## config.mk

```make
export PLATFORM = sky130hd
export DESIGN_NAME = interval_profiler_with_statistics_core
export DESIGN_NICKNAME = d
export VERILOG_FILES = /design/src/rtl/core/ipws_pkg.sv /design/src/rtl/core/ipws_front.sv /design/src/rtl/core/ipws_back.sv /design/src/rtl/core/interval_profiler_with_statistics_core.sv
export SDC_FILE = /design/constraint.sdc
export NUM_CORES = 2
export LEC_CHECK = 0
export BUFFER_PORTS_ARGS = -buffer_cell sky130_fd_sc_hd__buf_2
export CORE_UTILIZATION = 55
export CTS_BUF_LIST = sky130_fd_sc_hd__clkbuf_4 sky130_fd_sc_hd__clkbuf_8 sky130_fd_sc_hd__clkbuf_16
export DETAILED_ROUTE_END_ITERATION = 8
export MAX_ROUTING_LAYER = met4
export PLACE_DENSITY = 0.71
export SLEW_MARGIN = 20
export SYNTH_ARGS = -nofsm -noshare
export SYNTH_HDL_FRONTEND = slang
export SYNTH_SLANG_ARGS = --single-unit
```

## constraint.sdc

```tcl
create_clock -name clk -period 12.76 [get_ports clk]
set_clock_uncertainty 0.1 [all_clocks]
set_input_delay 1.914 -clock clk [delete_from_list [all_inputs] [get_ports clk]]
set_output_delay 1.914 -clock clk [all_outputs]
set_load 0.05 [all_outputs]
```

## src/rtl/core/ipws_pkg.sv

```systemverilog
// Shared types and constants for the interval profiler core.
// Used by every module of rtl/core except ipws_checker; depends on nothing.
`default_nettype none
package ipws_pkg;

  localparam int MaxIntervals = 64;
  localparam int IdxW         = $clog2(MaxIntervals);
  localparam int CntW         = 7;
  localparam int TsW          = 32;
  localparam int Q8W          = 40;
  localparam int OutW         = 160;
  localparam int CfgIdxW      = 1;
  localparam int CfgDataW     = 7;
  localparam int AccW         = 86;
  localparam int VarW         = 80;
  localparam int SqRemW       = 43;
  localparam int SqSteps      = 40;
  localparam int DivSteps     = AccW;

  localparam logic [CfgIdxW-1:0] RegCapacity  = 1'd0;
  localparam logic [CfgIdxW-1:0] RegStatsMode = 1'd1;

  localparam logic [1:0] OpStart = 2'd0;
  localparam logic [1:0] OpStop  = 2'd1;
  localparam logic [1:0] OpCalc  = 2'd2;

  localparam logic [1:0] ModeAuto1 = 2'd1;
  localparam logic [1:0] ModeAuto2 = 2'd2;

  typedef enum logic [2:0] {
    ST_IDLE    = 3'd0,
    ST_RUNNING = 3'd1,
    ST_STOPPED = 3'd2,
    ST_FULL    = 3'd3,
    ST_ERROR   = 3'd4
  } run_status_t;

  typedef enum logic [1:0] {
    CMD_START,
    CMD_STOP,
    CMD_CALC,
    CMD_NOP
  } cmd_t;

  typedef struct packed {
    cmd_t            cmd;
    logic [TsW-1:0]  ts;
  } cmd_word_t;

  typedef enum logic [3:0] {
    B_IDLE,
    B_CALC,
    B_P1_RD,
    B_P1_ACC,
    B_DIV,
    B_P2_RD,
    B_P2_DIFF,
    B_P2_MUL,
    B_SQRT,
    B_OUT
  } back_state_t;

endpackage
`default_nettype wire

```

## src/rtl/core/ipws_front.sv

```systemverilog
// Input side: accepts words, decodes the operation and queues them.
// Depends on ipws_pkg.
`default_nettype none
module ipws_front (
  input  wire                      clk,
  input  wire                      rst,
  input  wire                      s_tvalid,
  output logic                     s_tready,
  input  wire  [ipws_pkg::TsW-1:0] s_tdata,   // timestamp
  input  wire  [1:0]               s_tuser,   // op
  output logic                     q_valid,
  input  wire                      q_ready,
  output ipws_pkg::cmd_word_t      q_word
);
  import ipws_pkg::*;

  cmd_word_t  slot [2];
  logic       wr_ptr;
  logic       rd_ptr;
  logic [1:0] fill;
  cmd_t       cmd_dec;
  logic       push;
  logic       pop;

  always_comb begin
    unique case (s_tuser)
      OpStart: cmd_dec = CMD_START;
      OpStop:  cmd_dec = CMD_STOP;
      OpCalc:  cmd_dec = CMD_CALC;
      default: cmd_dec = CMD_NOP;
    endcase
  end

  assign s_tready = (fill != 2'd2);
  assign q_valid  = (fill != 2'd0);
  assign q_word   = slot[rd_ptr];
  assign push     = s_tvalid && s_tready;
  assign pop      = q_valid && q_ready;

  always_ff @(posedge clk) begin
    if (push) begin
      slot[wr_ptr] <= '{cmd: cmd_dec, ts: s_tdata};
    end
    if (rst) begin
      wr_ptr <= 1'b0;
      rd_ptr <= 1'b0;
      fill   <= 2'd0;
    end else begin
      if (push) wr_ptr <= ~wr_ptr;
      if (pop)  rd_ptr <= ~rd_ptr;
      fill <= fill + {1'b0, push} - {1'b0, pop};
    end
  end

endmodule
`default_nettype wire

```

## src/rtl/core/ipws_back.sv

```systemverilog
// Execution side: profiler state, interval memory, statistics engine
// and the result register. Depends on ipws_pkg.
`default_nettype none
module ipws_back (
  input  wire                           clk,
  input  wire                           rst,
  input  wire                           cfg_valid,
  input  wire  [ipws_pkg::CfgIdxW-1:0]  cfg_index,
  input  wire  [ipws_pkg::CfgDataW-1:0] cfg_data,
  input  wire                           q_valid,
  output logic                          q_ready,
  input  ipws_pkg::cmd_word_t           q_word,
  output logic                          m_tvalid,
  input  wire                           m_tready,
  output logic [ipws_pkg::OutW-1:0]     m_tdata
);
  import ipws_pkg::*;

  logic [TsW-1:0]  mem [MaxIntervals];
  logic [TsW-1:0]  rd_data;

  logic [CntW-1:0] capacity;
  logic [1:0]      stats_mode;
  logic [TsW-1:0]  start_time;
  logic [CntW-1:0] stored_count;
  run_status_t     status;
  logic [TsW-1:0]  min_seen;
  logic [TsW-1:0]  max_seen;
  logic [Q8W-1:0]  mean_value;
  logic [Q8W-1:0]  dev_value;

  back_state_t     state;
  back_state_t     state_next;

  logic [CntW-1:0] ncalc;
  logic [CntW-1:0] idx;
  logic [TsW-1:0]  sum;
  logic [AccW-1:0] dvd;
  logic [CntW-1:0] div_rem;
  logic [CntW-1:0] iter;
  logic            div_var;
  logic [Q8W-1:0]  diff;
  logic [2:0]      kbyte;
  logic [2:0]      kcnt;
  logic [AccW-1:0] acc;
  logic [VarW-1:0] sq_v;
  logic [Q8W-1:0]  root;
  logic [SqRemW-1:0] sq_rem;

  logic [CntW-1:0] cap_eff;
  logic [CntW-1:0] n_eff;
  logic            has_room;
  logic            fills;
  logic            auto_mode;
  logic [TsW-1:0]  sum_new;
  logic            last_elem;
  logic [CntW:0]   div_t;
  logic            div_ge;
  logic [AccW-1:0] dvd_new;
  logic            div_done;
  logic [Q8W-1:0]  xs;
  logic [47:0]     pprod;
  logic [AccW-1:0] pprod_sh;
  logic [SqRemW-1:0] sq_t;
  logic [SqRemW-1:0] sq_trial;
  logic            sq_ge;
  logic [Q8W-1:0]  root_new;
  logic            out_free;

  always_comb begin
    cap_eff   = (capacity > CntW'(MaxIntervals)) ? CntW'(MaxIntervals) : capacity;
    n_eff     = (stored_count < cap_eff) ? stored_count : cap_eff;
    has_room  = stored_count < cap_eff;
    fills     = (stored_count + 1'b1) == cap_eff;
    auto_mode = (stats_mode == ModeAuto1) || (stats_mode == ModeAuto2);
    sum_new   = sum + rd_data;
    last_elem = (idx + 1'b1) == ncalc;
    div_t     = {div_rem, dvd[AccW-1]};
    div_ge    = div_t >= {1'b0, ncalc};
    dvd_new   = {dvd[AccW-2:0], div_ge};
    div_done  = iter == CntW'(DivSteps - 1);
    xs        = {rd_data, 8'd0};
    pprod     = diff * diff[8*kbyte +: 8];
    pprod_sh  = AccW'(pprod) << (8 * kbyte);
    sq_t      = {sq_rem[SqRemW-3:0], sq_v[VarW-1:VarW-2]};
    sq_trial  = {1'b0, root, 2'b01};
    sq_ge     = sq_t >= sq_trial;
    root_new  = {root[Q8W-2:0], sq_ge};
    out_free  = !m_tvalid || m_tready;
  end

  always_comb begin
    q_ready    = (state == B_IDLE);
    state_next = state;
    unique case (state)
      B_IDLE: begin
        if (q_valid) begin
          unique case (q_word.cmd)
            CMD_STOP:  state_next = (has_room && fills && auto_mode) ? B_CALC : B_OUT;
            CMD_CALC:  state_next = (status == ST_STOPPED || status == ST_FULL) ?
                                    B_CALC : B_OUT;
            default:   state_next = B_OUT;
          endcase
        end
      end
      B_CALC:    state_next = (n_eff == '0) ? B_OUT : B_P1_RD;
      B_P1_RD:   state_next = B_P1_ACC;
      B_P1_ACC:  state_next = last_elem ? B_DIV : B_P1_RD;
      B_DIV:     state_next = div_done ? (div_var ? B_SQRT : B_P2_RD) : B_DIV;
      B_P2_RD:   state_next = B_P2_DIFF;
      B_P2_DIFF: state_next = B_P2_MUL;
      B_P2_MUL:  state_next = (kcnt == 3'd4) ? (last_elem ? B_DIV : B_P2_RD) : B_P2_MUL;
      B_SQRT:    state_next = (iter == CntW'(SqSteps - 1)) ? B_OUT : B_SQRT;
      B_OUT:     state_next = out_free ? B_IDLE : B_OUT;
      default:   state_next = B_IDLE;
    endcase
  end

  always_ff @(posedge clk) begin
    if (rst) state <= B_IDLE;
    else     state <= state_next;
  end

  always_ff @(posedge clk) begin
    if (state == B_IDLE && q_valid && q_word.cmd == CMD_STOP && has_room) begin
      mem[stored_count[IdxW-1:0]] <= q_word.ts - start_time;
    end
    rd_data <= mem[idx[IdxW-1:0]];
  end

  always_ff @(posedge clk) begin
    unique case (state)
      B_CALC: begin
        ncalc <= n_eff;
        idx   <= '0;
        sum   <= '0;
      end
      B_P1_ACC: begin
        sum <= sum_new;
        idx <= idx + 1'b1;
        if (last_elem) begin
          dvd     <= {{(AccW - TsW - 8){1'b0}}, sum_new, 8'd0};
          div_rem <= '0;
          iter    <= '0;
          div_var <= 1'b0;
        end
      end
      B_DIV: begin
        div_rem <= div_ge ? CntW'(div_t - {1'b0, ncalc}) : div_t[CntW-1:0];
        dvd     <= dvd_new;
        iter    <= iter + 1'b1;
        if (div_done) begin
          idx    <= '0;
          acc    <= '0;
          iter   <= '0;
          sq_v   <= dvd_new[VarW-1:0];
          sq_rem <= '0;
          root   <= '0;
        end
      end
      B_P2_DIFF: begin
        diff  <= (xs >= mean_value) ? xs - mean_value : mean_value - xs;
        kbyte <= 3'd0;
        kcnt  <= 3'd0;
      end
      B_P2_MUL: begin
        acc   <= acc + pprod_sh;
        kbyte <= kbyte + 1'b1;
        kcnt  <= kcnt + 1'b1;
        if (kcnt == 3'd4) begin
          idx <= idx + 1'b1;
          if (last_elem) begin
            dvd     <= acc + pprod_sh;
            div_rem <= '0;
            iter    <= '0;
            div_var <= 1'b1;
          end
        end
      end
      B_SQRT: begin
        sq_rem <= sq_ge ? sq_t - sq_trial : sq_t;
        sq_v   <= {sq_v[VarW-3:0], 2'b00};
        root   <= root_new;
        iter   <= iter + 1'b1;
      end
      default: begin
      end
    endcase
    if (state == B_OUT && out_free) begin
      m_tdata <= {6'd0, dev_value, mean_value, max_seen, min_seen, stored_count, status};
    end
  end

  always_ff @(posedge clk) begin
    if (rst) begin
      capacity     <= CntW'(MaxIntervals);
      stats_mode   <= 2'd0;
      start_time   <= '0;
      stored_count <= '0;
      status       <= ST_IDLE;
      min_seen     <= '1;
      max_seen     <= '0;
      mean_value   <= '0;
      dev_value    <= '0;
      m_tvalid     <= 1'b0;
    end else begin
      if (cfg_valid) begin
        if (cfg_index == RegCapacity)  capacity   <= cfg_data;
        if (cfg_index == RegStatsMode) stats_mode <= cfg_data[1:0];
      end
      if (state == B_IDLE && q_valid) begin
        unique case (q_word.cmd)
          CMD_START: begin
            if (has_room) begin
              start_time <= q_word.ts;
              status     <= ST_RUNNING;
            end else begin
              status <= ST_FULL;
            end
          end
          CMD_STOP: begin
            if (has_room) begin
              stored_count <= stored_count + 1'b1;
              status       <= fills ? ST_FULL : ST_STOPPED;
            end else begin
              status <= ST_FULL;
            end
          end
          CMD_CALC: begin
            if (!(status == ST_STOPPED || status == ST_FULL)) status <= ST_ERROR;
          end
          default: begin
          end
        endcase
      end
      if (state == B_P1_ACC) begin
        if (rd_data < min_seen) min_seen <= rd_data;
        if (rd_data > max_seen) max_seen <= rd_data;
      end
      if (state == B_DIV && div_done && !div_var) mean_value <= dvd_new[Q8W-1:0];
      if (state == B_SQRT && iter == CntW'(SqSteps - 1)) dev_value <= root_new;
      if (state == B_OUT && out_free) m_tvalid <= 1'b1;
      else if (m_tready)              m_tvalid <= 1'b0;
    end
  end

endmodule
`default_nettype wire

```

## src/rtl/core/interval_profiler_with_statistics_core.sv

```systemverilog
// Top level of the interval profiler: input queue plus execution engine.
// Depends on ipws_pkg, ipws_front and ipws_back.
//
// Usage: each input word carries an op in s_tuser (start, stop, calculate)
// and a 32-bit timestamp in s_tdata. Every accepted word yields exactly one
// result word on the master side holding status, count, min, max, mean and
// standard deviation (8 fraction bits). The user must write registers on
// the cfg channel (index 0 capacity, index 1 statistics mode) only while
// the core is idle; the core itself does not enforce this. A two-word queue
// sits in front of the engine, so input is taken while the engine works or
// while a result waits in the output register. Start, ignored ops and stops
// that start no calculation pass from the queue through the output state
// into the output register. A calculation walks memory twice and divides
// twice, using the bit-serial divider, the byte-serial squarer and the
// two-bit-per-cycle square root. One item is processed at a time.
// Reset is synchronous: state returns to idle, count to zero, min to all
// ones, capacity to 64, the rest to zero; memory contents are not cleared.
// When the receiver stalls, the result holds in the output register, the
// engine waits, and the input queue fills and then drops s_tready.
`default_nettype none
module interval_profiler_with_statistics_core (
  input  wire                           clk,
  input  wire                           rst,
  input  wire                           s_tvalid,
  output logic                          s_tready,
  input  wire  [ipws_pkg::TsW-1:0]      s_tdata,   // timestamp
  input  wire  [1:0]                    s_tuser,   // op
  output logic                          m_tvalid,
  input  wire                           m_tready,
  // status[2:0], count[9:3], min_time[41:10], max_time[73:42],
  // mean_q8[113:74], stddev_q8[153:114], zero fill above
  output logic [ipws_pkg::OutW-1:0]     m_tdata,
  input  wire                           cfg_valid,
  output logic                          cfg_ready,
  input  wire  [ipws_pkg::CfgIdxW-1:0]  cfg_index,
  input  wire  [ipws_pkg::CfgDataW-1:0] cfg_data
);
  import ipws_pkg::*;

  logic      q_valid;
  logic      q_ready;
  cmd_word_t q_word;

  assign cfg_ready = 1'b1;

  ipws_front u_front (
    .clk      (clk),
    .rst      (rst),
    .s_tvalid (s_tvalid),
    .s_tready (s_tready),
    .s_tdata  (s_tdata),
    .s_tuser  (s_tuser),
    .q_valid  (q_valid),
    .q_ready  (q_ready),
    .q_word   (q_word)
  );

  ipws_back u_back (
    .clk       (clk),
    .rst       (rst),
    .cfg_valid (cfg_valid),
    .cfg_index (cfg_index),
    .cfg_data  (cfg_data),
    .q_valid   (q_valid),
    .q_ready   (q_ready),
    .q_word    (q_word),
    .m_tvalid  (m_tvalid),
    .m_tready  (m_tready),
    .m_tdata   (m_tdata)
  );

endmodule
`default_nettype wire

```

== Word level (Yosys, flattened, before mapping) ==
Memory sizes are Yosys's and may differ from the RTL's. A register that Yosys moved wholly into a read port is not among the register bits.
Index checks and enable logic that the tools add are counted.
Widths: inputs -> output; s select.

* $add $sub $neg: 14
* Multiply operators: 1
* $lt $le $gt $ge: 7
* Eq/ne operators: 29
* Shift-type cells: 2
* Muxes and demuxes: 61
* Bitwise operators: 3
* Reductions and logical operators: 44

{| class="wikitable"
|+ Operator list
! cell !! number
|-
| $mux 86 || 4
|-
| $pmux 86 s3 || 1
|-
| $pmux 86 s2 || 1
|-
| $pmux 80 s2 || 1
|-
| $add 86x86->86 || 1
|-
| $shl 48x6->86 || 1
|-
| $mux 41 || 2
|-
| $pmux 41 s2 || 1
|-
| $mux 40 || 2
|-
| $mux 80 || 1
|-
| $pmux 40 s2 || 1
|-
| $sub 40x40->40 || 2
|-
| $mux 7 || 10
|-
| $pmux 32 s2 || 1
|-
| $pmux 7 s4 || 2
|-
| $mul 40x8->48 || 1
|-
| $ge 43x42->1 || 1
|-
| $sub 41x41->41 || 1
|-
| $ge 40x40->1 || 1
|-
| $pmux 4 s10 || 1
|-
| $shiftx 40x7->8 || 1
|-
| $add 32x32->32 || 1
|-
| $gt 32x32->1 || 1
|-
| $lt 32x32->1 || 1
|-
| 45 further kinds || 121
|}

* Register bits after elaboration: 798
* RAM bits: 2116
* Output and inout bits: 163
* Memories kept: 2

{| class="wikitable"
|+ Memory list
! memory !! words !! width !! rd ports !! clocked after Yosys merged registers in !! wr ports !! RTL line !! RTL
|-
| u_back.mem || 64 || 32 || 1 || 1 || 1 || ipws_back.sv:19 || <nowiki>logic [TsW-1:0] mem [MaxIntervals];</nowiki>
|-
| u_front.slot || 2 || 34 || 1 || 1 || 1 || ipws_front.sv:17 || <nowiki>cmd_word_t slot [2];</nowiki>
|}

== Longest topological paths before layout ==
* Depth after elaboration: 9
* Gate-level depth with buffers: 41

== Cells and area by module ==
From an unflattened synthesis, not the netlist that was laid out.

* Cells, all modules: 9369
* Area total of the unflattened synthesis: 138743.1 um2

{| class="wikitable"
|+ Modules (own cells, without submodules)
! module !! times used !! cells an instance !! area an instance (um2)
|-
| ipws_back || 1 || 9230 || 136021.7
|-
| ipws_front || 1 || 137 || 2710.1
|-
| interval_profiler_with_statistics_core || 1 || 2 || 11.3
|}

== Worst setup path after synthesis ==
OpenSTA, ideal clock, no wires.

* Path type: input port to flip-flop
* Start point: input port m_tready
* End point: register u_back.m_tdata[0] (netlist name), enable pin
* Library setup time: 0.686 ns
* Arrival: 8.809 ns
* Required time: 11.974 ns
* Path slack: 3.166 ns
* Stages: 2
* Path buffers: 0
* Cells stage by stage: nand2b_1 > nor2b_1

* Cells in the longest elaborated chain, start to end: 2

{| class="wikitable"
|+ Ends and longest elaborated chain
! what !! RTL line !! RTL
|-
| start: declaration || interval_profiler_with_statistics_core.sv:29 || <nowiki>input wire m_tready,</nowiki>
|-
| $logic_or 1x1->1 || ipws_back.sv:89 || <nowiki>out_free = !m_tvalid || m_tready;</nowiki>
|-
| $logic_and 1x1->1 || ipws_back.sv:189 || <nowiki>if (state == B_OUT && out_free) begin</nowiki>
|-
| end signal: assignment || ipws_back.sv:190 || <nowiki>m_tdata <= {6'd0, dev_value, mean_value, max_seen, min_seen, stored_count, status};</nowiki>
|-
| end: declaration || ipws_back.sv:15 || <nowiki>output logic [ipws_pkg::OutW-1:0] m_tdata</nowiki>
|}

Every way passes these cells.
A chain may end at the register's enable or synchronous reset.

== Final worst setup path ==
* Start point: register u_back.kbyte[2]
* End point: register u_back.dvd[83] (data pin)

* Cells in the longest elaborated chain, start to end: 7

{| class="wikitable"
|+ Ends and longest elaborated chain
! what !! RTL line !! RTL
|-
| start: declaration || ipws_back.sv:43 || <nowiki>logic [2:0] kbyte;</nowiki>
|-
| start signal: assignment || ipws_back.sv:168 || <nowiki>kbyte <= kbyte + 1'b1;</nowiki>
|-
| $shiftx 40x7->8 || ipws_back.sv:83 || <nowiki>pprod = diff * diff[8*kbyte +: 8];</nowiki>
|-
| $mul 40x8->48 || ipws_back.sv:83 ||
|-
| $shl 48x6->86 * || ipws_back.sv:84 || <nowiki>pprod_sh = AccW'(pprod) << (8 * kbyte);</nowiki>
|-
| $add 86x86->86 * || ipws_back.sv:173 || <nowiki>dvd <= acc + pprod_sh;</nowiki>
|-
| $mux 86 * || ipws_back.sv:172 || <nowiki>if (last_elem) begin</nowiki>
|-
| $mux 86 * || ipws_back.sv:170 || <nowiki>if (kcnt == 3'd4) begin</nowiki>
|-
| $pmux 86 s3 * || ipws_back.sv:132 || <nowiki>unique case (state)</nowiki>
|-
| end signal: assignment || ipws_back.sv:142 || <nowiki>dvd <= {{(AccW - TsW - 8){1'b0}}, sum_new, 8'd0};</nowiki>
|-
| end signal: assignment || ipws_back.sv:150 || <nowiki>dvd <= dvd_new;</nowiki>
|-
| end signal: assignment || ipws_back.sv:173 ||
|-
| end: declaration || ipws_back.sv:38 || <nowiki>logic [AccW-1:0] dvd;</nowiki>
|}

Every way passes the cells marked *; elsewhere a longest branch is shown, timed or not. The select of a mux whose other input is x is not followed.

==> impl_metrics.env <==
export IMPL_hold_viol_final=0
export IMPL_vias_per_cell=6.36
export IMPL_hold_path_class="reg -> reg"
export IMPL_place_area_um2=145000
export IMPL_maxSlewHeadroom=0.206
export IMPL_htree_levels=5
export IMPL_top_level_ports=210
export IMPL_synth_top_area_frac=0.587
export IMPL_setup_viol_count_final=0
export IMPL_cp_arrival_ns=12.10
export IMPL_worstMarginPinSlew_ns=1.19
export IMPL_yosysTopAreaCell="edfxtp_1"
export IMPL_ctsHoldBuffers=0
export IMPL_ys_seq_area_frac=0.621
export IMPL_synth_seq_cells=2947
export IMPL_die_area_um2=254000
export IMPL_synth_area_top_cells="edfxtp_1 (59%), mux4_2 (11%), ha_1 (3.7%), dfxtp_1 (3.4%), fa_1 (3.4%)"
export IMPL_vdd_ir_drop_max_mv=0.237
export IMPL_cts_num_sinks=2947
export IMPL_power_frac_comb=0.279
export IMPL_outcome="complete, no violations"
export IMPL_initial_utilization=0.555
export IMPL_fin_area_um2=155000
export IMPL_ys_dominant_reg_cell="edfxtp_1"
export IMPL_fp_dieW_um=504
export IMPL_mappedNetlistArea_um2=139000
export IMPL_intPower_uw=21300
export IMPL_areaGrowthSynthToFinish_pct=11.7
export IMPL_crit_required_ns=13.37
export IMPL_endpoint_kind="flip-flop"
export IMPL_synth_distinct_cells=96
export IMPL_drtIter0Drc=9448
export IMPL_cts_made_buffers=315
export IMPL_swShare=0.315
export IMPL_cp_slowest_cell="nor3_1"
export IMPL_drive_gt1_frac=0.185
export IMPL_dp_hpwl_mm=250
export IMPL_ys_warn_count=0
export IMPL_final_core_util=0.621
export IMPL_dr_total_vias=83900
export IMPL_ant_nets=0
export IMPL_drv_cap=0
export IMPL_crit_reg2reg_launch="u_back.kbyte[2]"
export IMPL_grt_overflow=0
export IMPL_fmax_ghz=0.0871
export IMPL_postCtsSetupRepairBufs=0
export IMPL_finalSetupTns_ns=0
export IMPL_max_stage_delay_ns=0.89
export IMPL_netlist_instances=9349
export IMPL_r2r_cells=34
export IMPL_portBuffers=202
export IMPL_num_rows=183
export IMPL_worstSkewPairLatency_ns=0.96
export IMPL_grt_usage=0.316
export IMPL_ctsResizeCount=0
export IMPL_ys_async_sr_fraction=0
export IMPL_cts_tree="done"
export IMPL_switching_power_uw=9820
export IMPL_fin_crit_ns=11.49
export IMPL_reg2reg_setup_slack_ns=1.27
export IMPL_crit_type="reg -> reg"
export IMPL_startpoint_type="flip-flop"
export IMPL_clkTransAtPathRegs_ns=0.06
export IMPL_cts_buffer_depth=4
export IMPL_grt_pass1_wl_mm=569
export IMPL_drc_errors=0
export IMPL_drv_slew=0
export IMPL_startpoint="u_back.kbyte[2]"
export IMPL_fp_dieH_um=504
export IMPL_p_leak_uw=0.0553
export IMPL_yosysMostFrequentCell="edfxtp_1"
export IMPL_min_from="u_back.dev_value[4]"
export IMPL_grt_start_max_net_pins=128
export IMPL_period_share=0.900
export IMPL_synth_avg_cell_area_um2=14.8
export IMPL_wl_per_cell_um=29.6
export IMPL_dr_pass1_iters=6
export IMPL_synth_common_cells="edfxtp_1 (2,710), nand2_1 (773), mux4_2 (674)"
export IMPL_rsz0062_at_grt="no"
export IMPL_p_seq_frac=0.428
export IMPL_power_uw=31200
export IMPL_r2r_end="u_back.dvd[83]"
export IMPL_cts_root_buf="clkbuf_16"
export IMPL_place_gp_congestion=0.991
export IMPL_routed_wl_mm=391
export IMPL_crit_top_cell="fa_1"
export IMPL_antenna_found_initial=18
export IMPL_crit_end="u_back.dvd[83]"
export IMPL_core_um2=250000
export IMPL_worstPathMaxFanout=34
export IMPL_nNetsFinal=10300
export IMPL_synth_edff_count=2710
export IMPL_grt_pass1_vias=83500
export IMPL_power_per_cell_area_nw_per_um2=201
export IMPL_power_frac_clock=0.293
## cells by family after synthesis
kind of cell,share of synthesized area
flops,0.621
simple gates,0.0726
compound gates,0.0696
buf+inv,0.0263
mux,0.121
fa+ha+maj,0.0707
xor+xnor,0.0182
other cells,0.0000542
## worst max-delay path: cells and delay by family, from the launching register on
family                     cells  cell delay [ns]
buffers and inverters          5             0.57
and+or+nand+nor               11             3.07
adders and majority gates      6             2.71
xor gates and xnor gates       2             0.36
muxes                          1             0.46
DFF                            1             0.52
AOI/OAI and AO/OA              9             3.52
## layer usage
layer / vias up / track usage / wire length [um]
li1: 35900 / - / -
met1: 43100 / 0.403 / 150000
met2: 4134 / 0.505 / 192000
met3: 826 / 0.0527 / 31100
met4: 0 / 0.128 / 18100
met5: - / - / 0
## power groups by stage
stage / sequential, uW / clock (uW) / combinational [uW]
CTS: 13300 / 9240 / 8660
detailed placement: 13500 / 0 / 8590
finish: 13300 / 9140 / 8700
global route: 13300 / 9580 / 9310
global placement: 13500 / 0 / 8300
floorplan: 13700 / 0 / 5430
## state kept, by name, summed over array words and instances (netlist names), 32 cells and up, named ones only
name,count
u_back.mem,2048
u_back.m_tdata,154
u_back.acc,86
u_back.dvd,86
u_back.sq_v,80
u_front.slot,68
u_back.sq_rem,41
u_back.dev_value,40
u_back.diff,40
u_back.mean_value,40
u_back.root,40
u_back.max_seen,32
u_back.min_seen,32
u_back.rd_data,32
u_back.start_time,32
u_back.sum,32
## through the flow
stage | std cells | setup slack [ns] | hold WS, ns
finish | 13200 | 1.27 | 0.309
floorplan | 9354 | 3.17 | 0.308
CTS | 13200 | 1.41 | 0.320
detailed placement | 12600 | 1.34 | 0.316
global placement | 12600 | 1.35 | 0.316
global route | 13200 | 0.723 | 0.325
## placed cells by master (no fill, tap or decap), types with 233 or more instances in the layout
cell	n
mux4_2	674
a21oi_1	485
edfxtp_1	2710
nand2_1	770
a21o_1	263
nor2_1	579
and2_1	262
inv_1	478
clkbuf_16	319
dfxtp_1	237
fa_1	233
ha_1	410
## how the worst min path moves through the flow
| stage | end | slack, ns | depth (start not counted) |
|---|---|---|---|
| global placement | u_back.m_tdata[131] | 0.32 | 0 |
| CTS | u_back.m_tdata[118] | 0.32 | 0 |
| finish | u_back.m_tdata[118] | 0.31 | 0 |
| detailed placement | u_back.m_tdata[114] | 0.32 | 0 |
| global route | u_back.m_tdata[117] | 0.33 | 0 |
| floorplan | u_back.m_tdata[0] | 0.31 | 0 |
## layout make-up
| type | count | area, um2 |
|---|---|---|
| Antenna cell | 13 | 32.5 |
| Tap cell | 3330 | 4170 |
| Fill cell | 18200 | 94700 |
| Clock buffer | 413 | 8810 |
| Timing Repair Buffer | 408 | 2630 |
| Clock inverter | 144 | 1480 |
| Sequential cell | 2947 | 86100 |
| Multi-Input combinational cell | 5451 | 49800 |
| Inverter | 482 | 1810 |
Note: power is estimated with default switching activity, not from simulation.
